$ cat src/abr_pkg.sv
`timescale 1ns / 1ps
// Shared constants and types for the aligned bitmap range allocator.
// No dependencies; every other file of the block imports this package.
package abr_pkg;

   localparam int PFN_W     = 40;
   localparam int NR_W      = 22;
   localparam int CHUNK_W   = 13;
   localparam int PPC_SHIFT = 9;
   localparam int WORD_BITS = 64;
   localparam int BIT_W     = 6;
   localparam int ROW_W     = CHUNK_W - BIT_W;
   localparam int STATUS_W  = 2;
   localparam int CSR_IDX_W = 1;

   localparam logic [STATUS_W-1:0] ST_OK      = 2'd0;
   localparam logic [STATUS_W-1:0] ST_INVAL   = 2'd1;
   localparam logic [STATUS_W-1:0] ST_NOSPACE = 2'd2;

   localparam logic OP_ALLOC = 1'b0;
   localparam logic OP_FREE  = 1'b1;

   localparam logic [CSR_IDX_W-1:0] CSR_BASE_PFN    = 1'b0;
   localparam logic [CSR_IDX_W-1:0] CSR_CHUNK_COUNT = 1'b1;

   typedef struct packed {
      logic             rd;
      logic             wr;
      logic             set;
      logic [ROW_W-1:0] row;
      logic [BIT_W-1:0] lo_bit;
      logic [BIT_W-1:0] hi_bit;
   } abr_mem_cmd_type;

   typedef struct packed {
      logic clear;
      logic step;
      logic used;
   } abr_run_ctl_type;

endpackage

$ cat src/abr_bitmap.sv
`timescale 1ns / 1ps
// Chunk bitmap memory, one word of chunk bits per row, with a clearing sweep
// after reset and a masked read-modify-write of one row. Uses abr_pkg.
module abr_bitmap import abr_pkg::*; #(
   parameter int ROWS = 64
) (
   input  logic                 clock,
   input  logic                 reset,
   input  abr_mem_cmd_type      cmd,
   output logic [WORD_BITS-1:0] rd_data,
   output logic                 init_done
);

   localparam int RAW = (ROWS > 1) ? $clog2(ROWS) : 1;

   logic [WORD_BITS-1:0] mem [ROWS];
   logic [WORD_BITS-1:0] rd_data_ff;
   logic [RAW-1:0]       clr_ff;
   logic [RAW-1:0]       clr_in;
   logic                 init_done_ff;
   logic                 init_done_in;
   logic                 we;
   logic [RAW-1:0]       waddr;
   logic [WORD_BITS-1:0] wdata;
   logic [WORD_BITS-1:0] run_bits;

   function automatic logic [WORD_BITS-1:0] run_mask(input logic [BIT_W-1:0] lo,
                                                    input logic [BIT_W-1:0] hi);
      logic [WORD_BITS-1:0] ones;
      ones = '1;
      return (ones << lo) & (ones >> (BIT_W'(WORD_BITS - 1) - hi));
   endfunction

   always_comb begin
      clr_in       = clr_ff;
      init_done_in = init_done_ff;
      if (!init_done_ff) begin
         if (clr_ff == RAW'(ROWS - 1)) begin
            init_done_in = 1'b1;
         end else begin
            clr_in = clr_ff + 1'b1;
         end
      end
   end

   always_comb begin
      run_bits = run_mask(cmd.lo_bit, cmd.hi_bit);
      if (!init_done_ff) begin
         we    = 1'b1;
         waddr = clr_ff;
         wdata = '0;
      end else begin
         we    = cmd.wr;
         waddr = cmd.row[RAW-1:0];
         wdata = cmd.set ? (rd_data_ff | run_bits) : (rd_data_ff & ~run_bits);
      end
   end

   always_ff @(posedge clock) begin
      if (reset) begin
         clr_ff       <= '0;
         init_done_ff <= 1'b0;
      end else begin
         clr_ff       <= clr_in;
         init_done_ff <= init_done_in;
      end
   end

   always_ff @(posedge clock) begin
      if (we) begin
         mem[waddr] <= wdata;
      end
      if (cmd.rd) begin
         rd_data_ff <= mem[cmd.row[RAW-1:0]];
      end
   end

   assign rd_data   = rd_data_ff;
   assign init_done = init_done_ff;

endmodule

$ cat config.mk
export PLATFORM = sky130hd
export DESIGN_NAME = abr_bitmap
export DESIGN_NICKNAME = d
export VERILOG_FILES = /design/src/abr_pkg.sv /design/src/abr_bitmap.sv
export SDC_FILE = /design/constraint.sdc
export NUM_CORES = 2
export LEC_CHECK = 0
export BUFFER_PORTS_ARGS = -buffer_cell sky130_fd_sc_hd__buf_2
export CAP_MARGIN = 10
export CORE_AREA = 3 3 570 572
export CTS_BUF_LIST = sky130_fd_sc_hd__clkbuf_8
export CTS_CLUSTER_SIZE = 30
export DETAILED_ROUTE_END_ITERATION = 6
export DIE_AREA = 0 0 573 575
export GPL_ROUTABILITY_DRIVEN = 0
export HOLD_SLACK_MARGIN = 0.12
export PLACE_DENSITY_LB_ADDON = 0.25
export SLEW_MARGIN = 15
export SYNTH_ARGS = -nofsm -noshare
export SYNTH_HDL_FRONTEND = slang
export SYNTH_SLANG_ARGS = --single-unit
$ cat constraint.sdc
create_clock -name clock -period 4.3 [get_ports clock]
set_input_delay 0.215 -clock clock [delete_from_list [all_inputs] [get_ports clock]]
set_output_delay 0.215 -clock clock [all_outputs]
set_load 0.01 [all_outputs]
==> metrics.md <==
| Metric | Value |
|---|---|
| Status | `finished, violations left` |
| Failing checks | `DRC` |
| First-pass detailed-route iteration total | `7` |
| Die width | `573 µm` |
| Endpoints failing setup | `0` |
| Cell family contributing the most delay on the critical path | `simple AND/OR/NAND/NOR gates` |
| Synth Warn # | `0` |
| Sequential share of the synthesized area | `78.3%` |
| Post-synthesis cell type count | `51` |
| Worst R2R Start | `init_done` |
| Final nets | `7957` |
| Synth Flop Type | `edfxtp_1` |
| Largest net degree at the start of global routing | `100` |
| Initial DRC Count | `12702` |
| Clk buf depth | `4` |
| Via/cell ratio | `6.51` |
| CTS Buf Count | `646` |
| Hold/Removal Path Class | `in -> reg` |
| Worst Hold Path EP | `mem[21][46]` |
| CP Buf/Inv Count | `1` |
| Cell count after synthesis | `7228` |
| Least-Margin Pin Slew | `1180 ps` |
| CP cell instances | `mux2i_1 > nand2_1 > nor2_4 > buf_12` |
| Worst clock skew | `68.6 ps` |
| Final hold violation count | `0` |
| Pre-CTS setup slack | `815 ps` |
| CP endpoint kind | `flop` |
| Commonest non-fill, non-tap cell in the layout | `edfxtp_1` |
| Synthesized flop and latch total | `4167` |
| WHS Path Cells | `5` |
| Sum Neg Setup Slack | `0 ps` |
| Root buf cell | `clkbuf_8` |
| Post-Syn Nets | `7253` |
| Core ar. | `321000 µm²` |
| DRT antenna net count | `0` |
| Reg-to-reg slack, setup | `760 ps` |
| Syn Area/Cell | `22.1 µm²` |
| Vias after detailed routing | `82874` |
| Worst Path Required | `5180 ps` |
| Placed cell count | `11541` |
| Final Max Tran Viols | `0` |
| DRT Wirelength | `468 mm` |
| Max VDD drop | `0.000304 V` |
| Final core utilization | `56.5%` |
| DRC violations left | `14` |
| Sink Count | `4167` |
| Max incr delay on CP | `1000 ps` |
| First-pass GRT wire length | `648 mm` |
| Total gr overflow | `0` |
| Starting Density | `49.8%` |
| WL per Instance | `36.8 µm` |
| FILL cells | `23539` |
| IO buf count | `87` |
| Tmin final | `3540 ps` |
| Vias in the first global route | `82605` |
| Clock slew at reported path FFs | `60 ps` |
| I/O Pins | `89` |
| Peak Freq | `283 MHz` |
| CTS tree | `built` |
| Critical path startpoint category | `flop` |
| Area growth, synth to finish | `13.4%` |
| Die Span Y | `575 µm` |
| H-tree Lvls | `6` |
| Crit Reg-Reg Endpoint | `mem[13][11]` |
| Post-synth EDFFs | `4160` |
| Pwr/cell area | `434 nW/µm²` |
| Unrepaired setup endpoints after global routing | `no` |
| Resize count post-CTS | `0` |
| FP Rows | `208` |
| Worst Path Arrival | `4420 ps` |
| Leak Pwr | `59.6 nW` |
| Final HPWL DP | `244 mm` |
| R2R cell count | `4` |
| CP max FO | `52` |
| Layout Cells excl Fill | `12724` |
| Maximum Capacitance Violations | `0` |
| Max_slew headroom | `21.2%` |
| Synth async-reset ratio | `0%` |
| Worst Hold Launch | `cmd[4]` |
| Initial antenna violation count | `26` |
| Final worst path period share | `82.3%` |
| Post-Syn Area | `160000 µm²` |
| Total Routing Usage GR | `28.2%` |
| Crit path kind | `reg -> reg` |
| Most frequent cells in the layout | `edfxtp_1 (4160), mux4_2 (1024), clkbuf_8 (650)` |
| Slowest-stage cell, CP | `nor2_4` |
| Clock Latency Late Sink | `1260 ps` |
| Final Worst Setup Slack | `761 ps` |
| Die area | `329000 µm²` |
| Layout cells sized above 1 | `28.8%` |
sequential cells by signal, indices dropped and copies added (netlist names):
register,cells
clr_ff,6
init_done,1
mem,4096
rd_data,64
layout make-up:
cell class | instances | area [µm²] | share of cell area (%)
Inverter | 27 | 111 | 0.0615
Multi-Input combinational cell | 2605 | 33600 | 18.5
Sequential cell | 4167 | 125000 | 69.0
Tap cell | 4305 | 5390 | 2.97
Antenna cell | 17 | 42.5 | 0.0235
Clock inverter | 469 | 2580 | 1.43
Clock buffer | 649 | 8930 | 4.93
Timing Repair Buffer | 485 | 5480 | 3.02
Yosys cell counts, types with 29 or more instances:
cell type / n / area, µm²
o22ai_1: 84 / 526
nor2_1: 143 / 537
nand3_1: 231 / 1160
edfxtp_1: 4160 / 125000
buf_1: 44 / 165
buf_4: 45 / 338
o21ai_0: 66 / 330
clkbuf_1: 183 / 687
mux4_2: 1024 / 23100
o221ai_1: 42 / 368
buf_2: 144 / 721
nand4_1: 85 / 532
nor2b_1: 65 / 407
nand2_1: 278 / 1040
or3_1: 29 / 181
mux2i_1: 151 / 1510
a22oi_1: 128 / 961
worst max-delay path by stage:
| stage | start | end | slack, ps | cells past startpoint |
|---|---|---|---|---|
| after floorplan | init_done | mem[14][0] | -380 | 6 |
| after global placement | cmd[12] | mem[13][42] | 770 | 6 |
| after detailed placement | cmd[12] | mem[13][42] | 810 | 6 |
| after CTS | init_done | mem[13][30] | 860 | 4 |
| after global routing | init_done | mem[13][11] | 720 | 4 |
| final | init_done | mem[13][11] | 760 | 4 |
per-layer routing:
metal	global-route usage, %	vias up	routed length [µm]
li1	-	32146	-
met1	37.6	44084	166000
met2	44.5	5555	223000
met3	6.76	1083	53700
met4	13.0	6	24800
met5	0	-	26
repair_timing:
action | CTS | global route
setup buffers | 0 | 0
hold buffers | 20 | 3
hold endpoints to repair | 729 | 35
logic make-up (layout without fill, tap and decap cells):
| kind of cell | after synthesis | after routing | share of synthesized area [%] |
|---|---|---|---|
| AOI/OAI and AO/OA | 489 | 489 | 2.15 |
| DFF | 4167 | 4167 | 78.3 |
| other | 0 | 17 | 0 |
| adders and majority gates | 1 | 1 | 0.00783 |
| xor gates and xnor gates | 4 | 4 | 0.0219 |
| buffers and inverters | 456 | 1630 | 1.35 |
| muxes | 1176 | 1176 | 15.4 |
| and+or+nand+nor | 935 | 935 | 2.81 |
per-stage QoR:
stage	power [W]	cell area (µm²)	hold WS (ps)
6_report	0.0786	181000	136
5_1_grt	0.0810	181000	111
4_1_cts	0.0790	181000	125
3_5_place_dp	0.0491	169000	477
3_3_place_gp	0.0491	169000	478
2_1_floorplan	0.0475	160000	287
power by group:
| group | leakage, nW | switching [W] | internal (W) |
|---|---|---|---|
| Sequential | 40.0 | 0.000255 | 0.0444 |
| Clock | 6.67 | 0.0156 | 0.0147 |
| Combinational | 12.9 | 0.00224 | 0.00144 |
worst register-to-register path, cell delays in order (launching register included):
cell and delay (ps):
dfxtp_4 800, mux2i_1 500, nand2_1 560, nor2_4 1010, buf_12 330
(Power assumes the default switching activity.)
