==> src/abr_pkg.sv <==
`timescale 1ns / 1ps
// Shared constants and types for the aligned bitmap range allocator.
// No dependencies; every other file of the block imports this package.
package abr_pkg;

   localparam int PFN_W     = 40;
   localparam int NR_W      = 22;
   localparam int CHUNK_W   = 13;
   localparam int PPC_SHIFT = 9;
   localparam int WORD_BITS = 64;
   localparam int BIT_W     = 6;
   localparam int ROW_W     = CHUNK_W - BIT_W;
   localparam int STATUS_W  = 2;
   localparam int CSR_IDX_W = 1;

   localparam logic [STATUS_W-1:0] ST_OK      = 2'd0;
   localparam logic [STATUS_W-1:0] ST_INVAL   = 2'd1;
   localparam logic [STATUS_W-1:0] ST_NOSPACE = 2'd2;

   localparam logic OP_ALLOC = 1'b0;
   localparam logic OP_FREE  = 1'b1;

   localparam logic [CSR_IDX_W-1:0] CSR_BASE_PFN    = 1'b0;
   localparam logic [CSR_IDX_W-1:0] CSR_CHUNK_COUNT = 1'b1;

   typedef struct packed {
      logic             rd;
      logic             wr;
      logic             set;
      logic [ROW_W-1:0] row;
      logic [BIT_W-1:0] lo_bit;
      logic [BIT_W-1:0] hi_bit;
   } abr_mem_cmd_type;

   typedef struct packed {
      logic clear;
      logic step;
      logic used;
   } abr_run_ctl_type;

endpackage

==> src/abr_run_unit.sv <==
`timescale 1ns / 1ps
// Free-run tracker: counts consecutive free chunks one chunk per step and
// flags the first chunk that closes an aligned free run. Uses abr_pkg.
module abr_run_unit import abr_pkg::*; (
   input  logic               clock,
   input  logic               reset,
   input  abr_run_ctl_type    ctl,
   input  logic [CHUNK_W-1:0] chunk_idx,
   input  logic [CHUNK_W-1:0] len_mask,
   input  logic [CHUNK_W-1:0] align_off,
   output logic               hit
);

   logic [CHUNK_W-1:0] run_ff;
   logic [CHUNK_W-1:0] run_in;
   logic [CHUNK_W-1:0] start_sum;
   logic               long_enough;
   logic               aligned;

   always_comb begin
      long_enough = run_ff >= len_mask;
      start_sum   = chunk_idx - len_mask + align_off;
      aligned     = (start_sum & len_mask) == '0;
      hit         = ctl.step && !ctl.used && long_enough && aligned;
      run_in      = run_ff;
      if (ctl.clear) begin
         run_in = '0;
      end else if (ctl.step) begin
         if (ctl.used) begin
            run_in = '0;
         end else if (!long_enough) begin
            run_in = run_ff + 1'b1;
         end
      end
   end

   always_ff @(posedge clock) begin
      if (reset) begin
         run_ff <= '0;
      end else begin
         run_ff <= run_in;
      end
   end

endmodule

==> config.mk <==
export PLATFORM = sky130hd
export DESIGN_NAME = abr_run_unit
export DESIGN_NICKNAME = d
export VERILOG_FILES = /design/src/abr_pkg.sv /design/src/abr_run_unit.sv
export SDC_FILE = /design/constraint.sdc
export NUM_CORES = 1
export LEC_CHECK = 0
export BUFFER_PORTS_ARGS = -buffer_cell sky130_fd_sc_hd__buf_2
export CAP_MARGIN = 40
export CORE_MARGIN = 2
export CORE_UTILIZATION = 50
export CTS_CLUSTER_DIAMETER = 150
export CTS_CLUSTER_SIZE = 40
export DETAILED_ROUTE_END_ITERATION = 12
export PLACE_DENSITY = 0.78
export SLEW_MARGIN = 30
export SYNTH_ARGS = -nofsm -noshare
export SYNTH_HDL_FRONTEND = slang
export SYNTH_SLANG_ARGS = --single-unit
==> constraint.sdc <==
create_clock -name clock -period 2.4 [get_ports clock]
set_input_delay 0.12 -clock clock [delete_from_list [all_inputs] [get_ports clock]]
set_output_delay 0.12 -clock clock [all_outputs]
set_load 0.03 [all_outputs]
==> summary.md, run 1 <==
| Metric | Value |
|---|---|
| Initial core utilization | `51.7%` |
| CP max stage delay | `550 ps` |
| Max Clk Rate | `336 MHz` |
| Num ports | `45` |
| Fill count | `316` |
| Total internal power | `0.000677 W` |
| Min cycle time layout | `2980 ps` |
| Initial DRC count | `93` |
| CP Launch Point | `chunk_idx[1]` |
| Final WL | `4.83 mm` |
| Post-DP HPWL | `4.11 mm` |
| Slew at the pin with the worst max-slew slack | `417 ps` |
| CP Capture Type | `output pin` |
| Adder-cell area share of the yosys netlist | `28.2%` |
| Combinational Power Share | `62.0%` |
| # nets final | `444` |
| Seq cells post-synth | `13` |
| RR Startpoint | `run_ff[3]` |
| Sink Count | `13` |
| Synthesized Nets | `351` |
| Yosys cell types | `47` |
| H-Tree Depth | `1` |
| Clock group share of total power | `18.2%` |
| Leakage | `1.41 nW` |
| Slew HR | `71.9%` |
| Count of buffers from port buffering | `44` |
| Crit-path slowest cell | `fa_1` |
| FP Rows | `23` |
| Post-CTS Setup Inserts | `0` |
| Vias in the first global route | `2022` |
| Die Wd | `68.1 um` |
| Area of the multi-input gates | `0.00160 sq mm` |
| YS warnings | `0` |
| Most frequent cells in the layout | `inv_1, buf_4, buf_2` |
| Placed Cells | `406` |
| Final GP Congestion | `0.859` |
| Die Y-Extent | `68.1 um` |
| Final WS setup | `-576 ps` |
| Vias per inst | `5.31` |
| Post-synth EDFFs | `0` |
| First-pass GRT wire length | `8.16 mm` |
| Period utilization | `124%` |
| Avg Inst Size Synth | `7.66 sq um` |
| Post-synth top area share | `16.5%` |
| Post-DR wirelength/cell | `11.8 um` |
| Max-slew violation count | `0` |
| Commonest non-fill, non-tap cell in the layout | `inv_1` |
| Final Hold Fails | `0` |
| Cell area power density | `394 mW/mm^2` |
| Die Footprint | `0.00463 sq mm` |
| Clock Root Buffer | `clkbuf_8` |
| Worst vdd ir | `0.277 mV` |
| Post-detailed-route count of antenna-violating nets | `0` |
| P_sw | `0.000420 W` |
| Outcome | `finished, violations left` |
| Critical path arrival | `2860 ps` |
| Sequential Power Share | `19.8%` |
| Antenna diode count | `0` |
| Hold buffer count at CTS | `0` |
| Sequential area share after synthesis | `12.7%` |
| Initial antenna violation count | `0` |
| Flop-to-flop setup slack | `210 ps` |
| Main combinational cell family by area after synthesis | `adder cells` |
| Switching Share | `38.3%` |
| CP Class | `in -> out` |
| Worst R2R Path Depth | `8` |
| RSZ-0062 raised after global routing | `yes` |
| Tot GR Track Use | `22.3%` |
| Synth Area in XOR/XNOR | `3.29%` |
| CTS tree | `built` |
| Yosys top cell by area | `ha_1` |
| Critical Path RT | `2280 ps` |
| Final setup vio count | `1` |
| Synth Area in Compound Gates | `22.1%` |
| DRC viols | `0` |
| Clock Path Buffers | `2` |
| Max reg flops | `13` |
| Worst Path Max Fanout | `2` |
| Tot Pwr | `0.00110 W` |
| Ys async rst share | `0%` |
| Share of layout cells above drive strength 1 | `29.4%` |
| Core ar. | `0.00397 sq mm` |
| Reg clk slew, reported paths | `60 ps` |
| Max capacitance violation total | `0` |
| Syn Inst Count | `268` |
| DRT Pass-1 Iters | `4` |
| Biggest register | `run_ff` |
| Worst setup endpoint | `hit` |
| Remaining Overflow, GRT | `0` |
| Total CTS buffers | `3` |
| Startpoint Class | `input pin` |
| Largest net degree at the start of global routing | `12` |
| Mapped Area | `0.00205 sq mm` |
| Synth-to-layout area growth | `35.4%` |
| Ys flop type | `dfxtp_1` |
| Main area contributors after synthesis | `ha_1, dfxtp_1, fa_1, inv_1, a21oi_1` |
| Reg2reg end | `run_ff[0]` |
| Crit path cell chain | `buf_6 > inv_2 > fa_1 > inv_2 > fa_1 > a22oi_2 > o211ai_1 > or4b_4 > nor4_4 > o2111ai_2 > nor4_4 > buf_4` |
| Register Area | `260 sq um` |
| Violated checks | `setup timing` |
| Mux contribution to synthesized area | `1.52%` |
| Clk_skew | `1.48 ps` |
| Simple logic cell fraction of the synthesized area | `20.4%` |
| Biggest registers after layout | `run_ff (13)` |
| Min-delay worst type | `in -> reg` |
| Via count | `2177` |
| Hold WS | `66.5 ps` |
| Worst-skew pair later-pin latency | `250 ps` |
| Finished Layout Cells | `410` |
## through the flow
stage / TNS (ps) / setup slack (ps) / utilization, % / instance area (sq um)
2_1_floorplan: -446 / -446 / - / 2070
3_3_place_gp: -678 / -678 / 67.8 / 2690
3_5_place_dp: -692 / -692 / 67.8 / 2690
4_1_cts: -588 / -588 / 69.3 / 2750
5_1_grt: -673 / -673 / 70.0 / 2780
6_report: -576 / -576 / 70.0 / 2780
## cells by family (layout without fill, tap and decap cells)
group / count (synthesis) / count (layout)
buf+inv: 65 / 157
simple gates: 76 / 76
xor+xnor: 6 / 6
flops: 13 / 13
fa+ha+maj: 39 / 39
compound gates: 66 / 66
mux: 3 / 3
## area by class of cell
cell class                      instances  area share (%)
Multi-Input combinational cell        190            57.6
Timing Repair Buffer                   90            20.7
Sequential cell                        13            9.36
Inverter                               63            8.51
Tap cell                               50            2.25
Clock buffer                            3            1.49
Clock inverter                          1           0.180
## synth_stat cells, types with 8 or more instances
library cell,count
fa_1,12
nand3_1,12
dfxtp_1,13
nor2_1,12
nand2_1,15
a21oi_1,16
inv_1,63
ha_1,27
o21ai_1,8
## power groups by stage
stage / Clock, W / Sequential [W] / Combinational (W)
floorplan: 0 / 0.000222 / 0.000401
global route: 0.000214 / 0.000217 / 0.000755
detailed placement: 0 / 0.000221 / 0.000646
CTS: 0.000205 / 0.000217 / 0.000655
finish: 0.000200 / 0.000217 / 0.000680
global placement: 0 / 0.000221 / 0.000631
## repair_timing
| action | CTS | global route |
|---|---|---|
| hold endpoints to repair | 0 | 0 |
| endpoints found under the setup margin | 1 | 1 |
| gates resized for setup | 3 | 4 |
| pin swaps | 8 | 1 |
## worst min path at each step
| stage | start | end | cells after the start |
|---|---|---|---|
| floorplan | reset | run_ff[0] | 1 |
| global placement | reset | run_ff[0] | 2 |
| detailed placement | reset | run_ff[1] | 2 |
| CTS | reset | run_ff[1] | 2 |
| global route | ctl[2] | run_ff[0] | 2 |
| finish | reset | run_ff[1] | 2 |
## worst max-delay path, delay by kind of cell
kind	cells	cell delay (ps)
buffers and inverters	4	350
AO/OA/AOI/OAI	3	460
AND/OR/NAND/NOR	3	930
adder cells (fa/ha/maj)	2	990
## routing by layer
| layer | vias up | routed length [um] | global-route usage [%] |
|---|---|---|---|
| met5 | - | 0 | 0 |
| met4 | 0 | 34 | 3.75 |
| met3 | 4 | 209 | 3.29 |
| met2 | 60 | 2390 | 40.9 |
| met1 | 988 | 2200 | 27.7 |
| li1 | 1125 | - | - |
(Power assumes the default switching activity.)
==> run 2, diff against run 1 <==
HOLD_SLACK_MARGIN = 0.15   (was unset)
==> summary.md, run 2 (same netlist as run 1, synthesis figures left out) <==
| Metric | Value |
|---|---|
| Dpl ws | `-692 ps (unchanged)` |
| Startpoint Class | `input pin` |
| Biggest register | `run_ff` |
| Antenna diode count | `0 (unchanged)` |
| CP Class | `in -> out` |
| Slew at the pin with the worst max-slew slack | `416 ps (-0.0682 ps)` |
| Outcome | `finished, violations left` |
| Period utilization | `124% (about the same)` |
| H-Tree Depth | `1 (unchanged)` |
| Post-CTS Setup Inserts | `0 (unchanged)` |
| Reg clk slew, reported paths | `60 ps (about the same)` |
| Core ar. | `0.00397 sq mm (unchanged)` |
| Die Y-Extent | `68.1 um (unchanged)` |
| CP Capture Type | `output pin` |
| Die Wd | `68.1 um (unchanged)` |
| Max reg flops | `13 (unchanged)` |
| Sink Count | `13 (unchanged)` |
| Num ports | `45 (unchanged)` |
| Initial DRC count | `87 (-6.5%)` |
| Max Clk Rate | `336 MHz (about the same)` |
| Total CTS buffers | `3 (unchanged)` |
| Remaining Overflow, GRT | `0 (unchanged)` |
| Min cycle time layout | `2970 ps (-0.753 ps)` |
| Commonest non-fill, non-tap cell in the layout | `inv_1` |
| Worst Path Max Fanout | `2 (unchanged)` |
| Max capacitance violation total | `0 (unchanged)` |
| Clock Root Buffer | `clkbuf_8` |
| Area of the multi-input gates | `0.00160 sq mm (unchanged)` |
| Final WL | `4.92 mm (+1.7%)` |
| Final WS setup | `-575 ps (+0.753 ps)` |
| Die Footprint | `0.00463 sq mm (unchanged)` |
| # nets final | `446 (+0.45%)` |
| Worst-skew pair later-pin latency | `250 ps (about the same)` |
| Fin area | `0.00280 sq mm (+0.72%)` |
| FP Rows | `23 (unchanged)` |
| Post-DP Area | `0.00269 sq mm (unchanged)` |
| Share of layout cells above drive strength 1 | `29.3% (-0.16 points)` |
| Post-DP HPWL | `4.11 mm (unchanged)` |
| Hold WS | `243 ps (+177 ps)` |
| Worst vdd ir | `0.277 mV (about the same)` |
| Clk_skew | `2.55 ps (+1.07 ps)` |
| RSZ-0062 raised after global routing | `yes` |
| First-pass GRT wire length | `8.25 mm (+1.1%)` |
| DRT Pass-1 Iters | `4 (unchanged)` |
| DRC viols | `0 (unchanged)` |
| Fill count | `311 (-1.6%)` |
| Largest net degree at the start of global routing | `12 (unchanged)` |
| Final setup vio count | `1 (unchanged)` |
| Cell area power density | `392 mW/mm^2 (-0.52%)` |
| Post-detailed-route count of antenna-violating nets | `0 (unchanged)` |
| Slew HR | `71.9% (about the same)` |
| Most frequent cells in the layout | `inv_1, buf_4, buf_2` |
| Vias per inst | `5.35 (+0.84%)` |
| Post-DR wirelength/cell | `11.9 um (+1.2%)` |
| Min-delay worst type | `in -> reg` |
| Tot GR Track Use | `22.6% (+0.28 points)` |
| Violated checks | `setup timing` |
| Leakage | `1.42 nW (+0.59%)` |
| Initial antenna violation count | `0 (unchanged)` |
| Register Area | `260 sq um (unchanged)` |
| Final Hold Fails | `0 (unchanged)` |
| Final GP Congestion | `0.859 (unchanged)` |
| Count of buffers from port buffering | `44 (unchanged)` |
| Max-slew violation count | `0 (unchanged)` |
| Via count | `2206 (+1.3%)` |
| Biggest registers after layout | `run_ff (13)` |
| Critical path arrival | `2850 ps (about the same)` |
| Vias in the first global route | `2055 (+1.6%)` |
| Synth-to-layout area growth | `36.4%` |
| CTS tree | `built` |
| Critical Path RT | `2280 ps (about the same)` |
| Initial core utilization | `51.7% (unchanged)` |
| Clock Path Buffers | `2 (unchanged)` |
run 2: path summary, 6_finish.rpt:
check / slack, ps / startpoint / to / cells after the start
min reg2reg: 520 / run_ff[11] / run_ff[11] / 2
max: -570 / chunk_idx[1] / hit / 12
max reg2reg: 160 / run_ff[3] / run_ff[0] / 8
min: 240 / ctl[0] / run_ff[0] / 3
run 2: power by group:
group          total [W]  switching, W  internal, W
logic           0.000683      0.000336     0.000347
clock network   0.000199     0.0000838     0.000115
registers       0.000217   0.000000314     0.000216
run 2: routing by layer:
| metal | track usage, % | vias up | part of all wire (%) | wire, um |
|---|---|---|---|---|
| met3 | 3.45 | 10 | 4.7 | 233 |
| met1 | 27.5 | 1000 | 44 | 2180 |
| li1 | - | 1128 | - | - |
| met2 | 41.4 | 68 | 49 | 2420 |
| met5 | 0 | - | 0 | 0 |
| met4 | 5.00 | 0 | 1.6 | 78 |
run 2: critical path, cell delays in order:
cell and delay, ps:
buf_6 70, inv_2 30, fa_1 550, inv_2 50, fa_1 440, a22oi_2 180, o211ai_1 110, or4b_4 530
nor4_4 240, o2111ai_2 170, nor4_4 160, buf_4 200
run 2: per-stage QoR:
stage          util [%]  instances  total power [W]  TNS, ps
6_report           70.5        412          0.00110     -575
5_1_grt            70.5        412          0.00119     -673
4_1_cts            69.8        412          0.00108     -588
3_5_place_dp       67.8        406         0.000867     -692
3_3_place_gp       67.8        406         0.000852     -678
2_1_floorplan         -        268         0.000623     -446
run 2: layout make-up:
cell class | count | area share, %
multi-input combinational | 190 | 57.1
tap | 50 | 2.23
inverter | 63 | 8.45
sequential | 13 | 9.29
clock buffer | 3 | 1.47
clock inverter | 1 | 0.179
timing repair buffer | 92 | 21.2
run 2: repair_timing:
item,CTS,global route
endpoints found under the setup margin,1,1
hold buffers,2,0
endpoints found under the hold margin,2,0
gates resized for setup,3,4
cloned,0,0
pin swaps,8,1
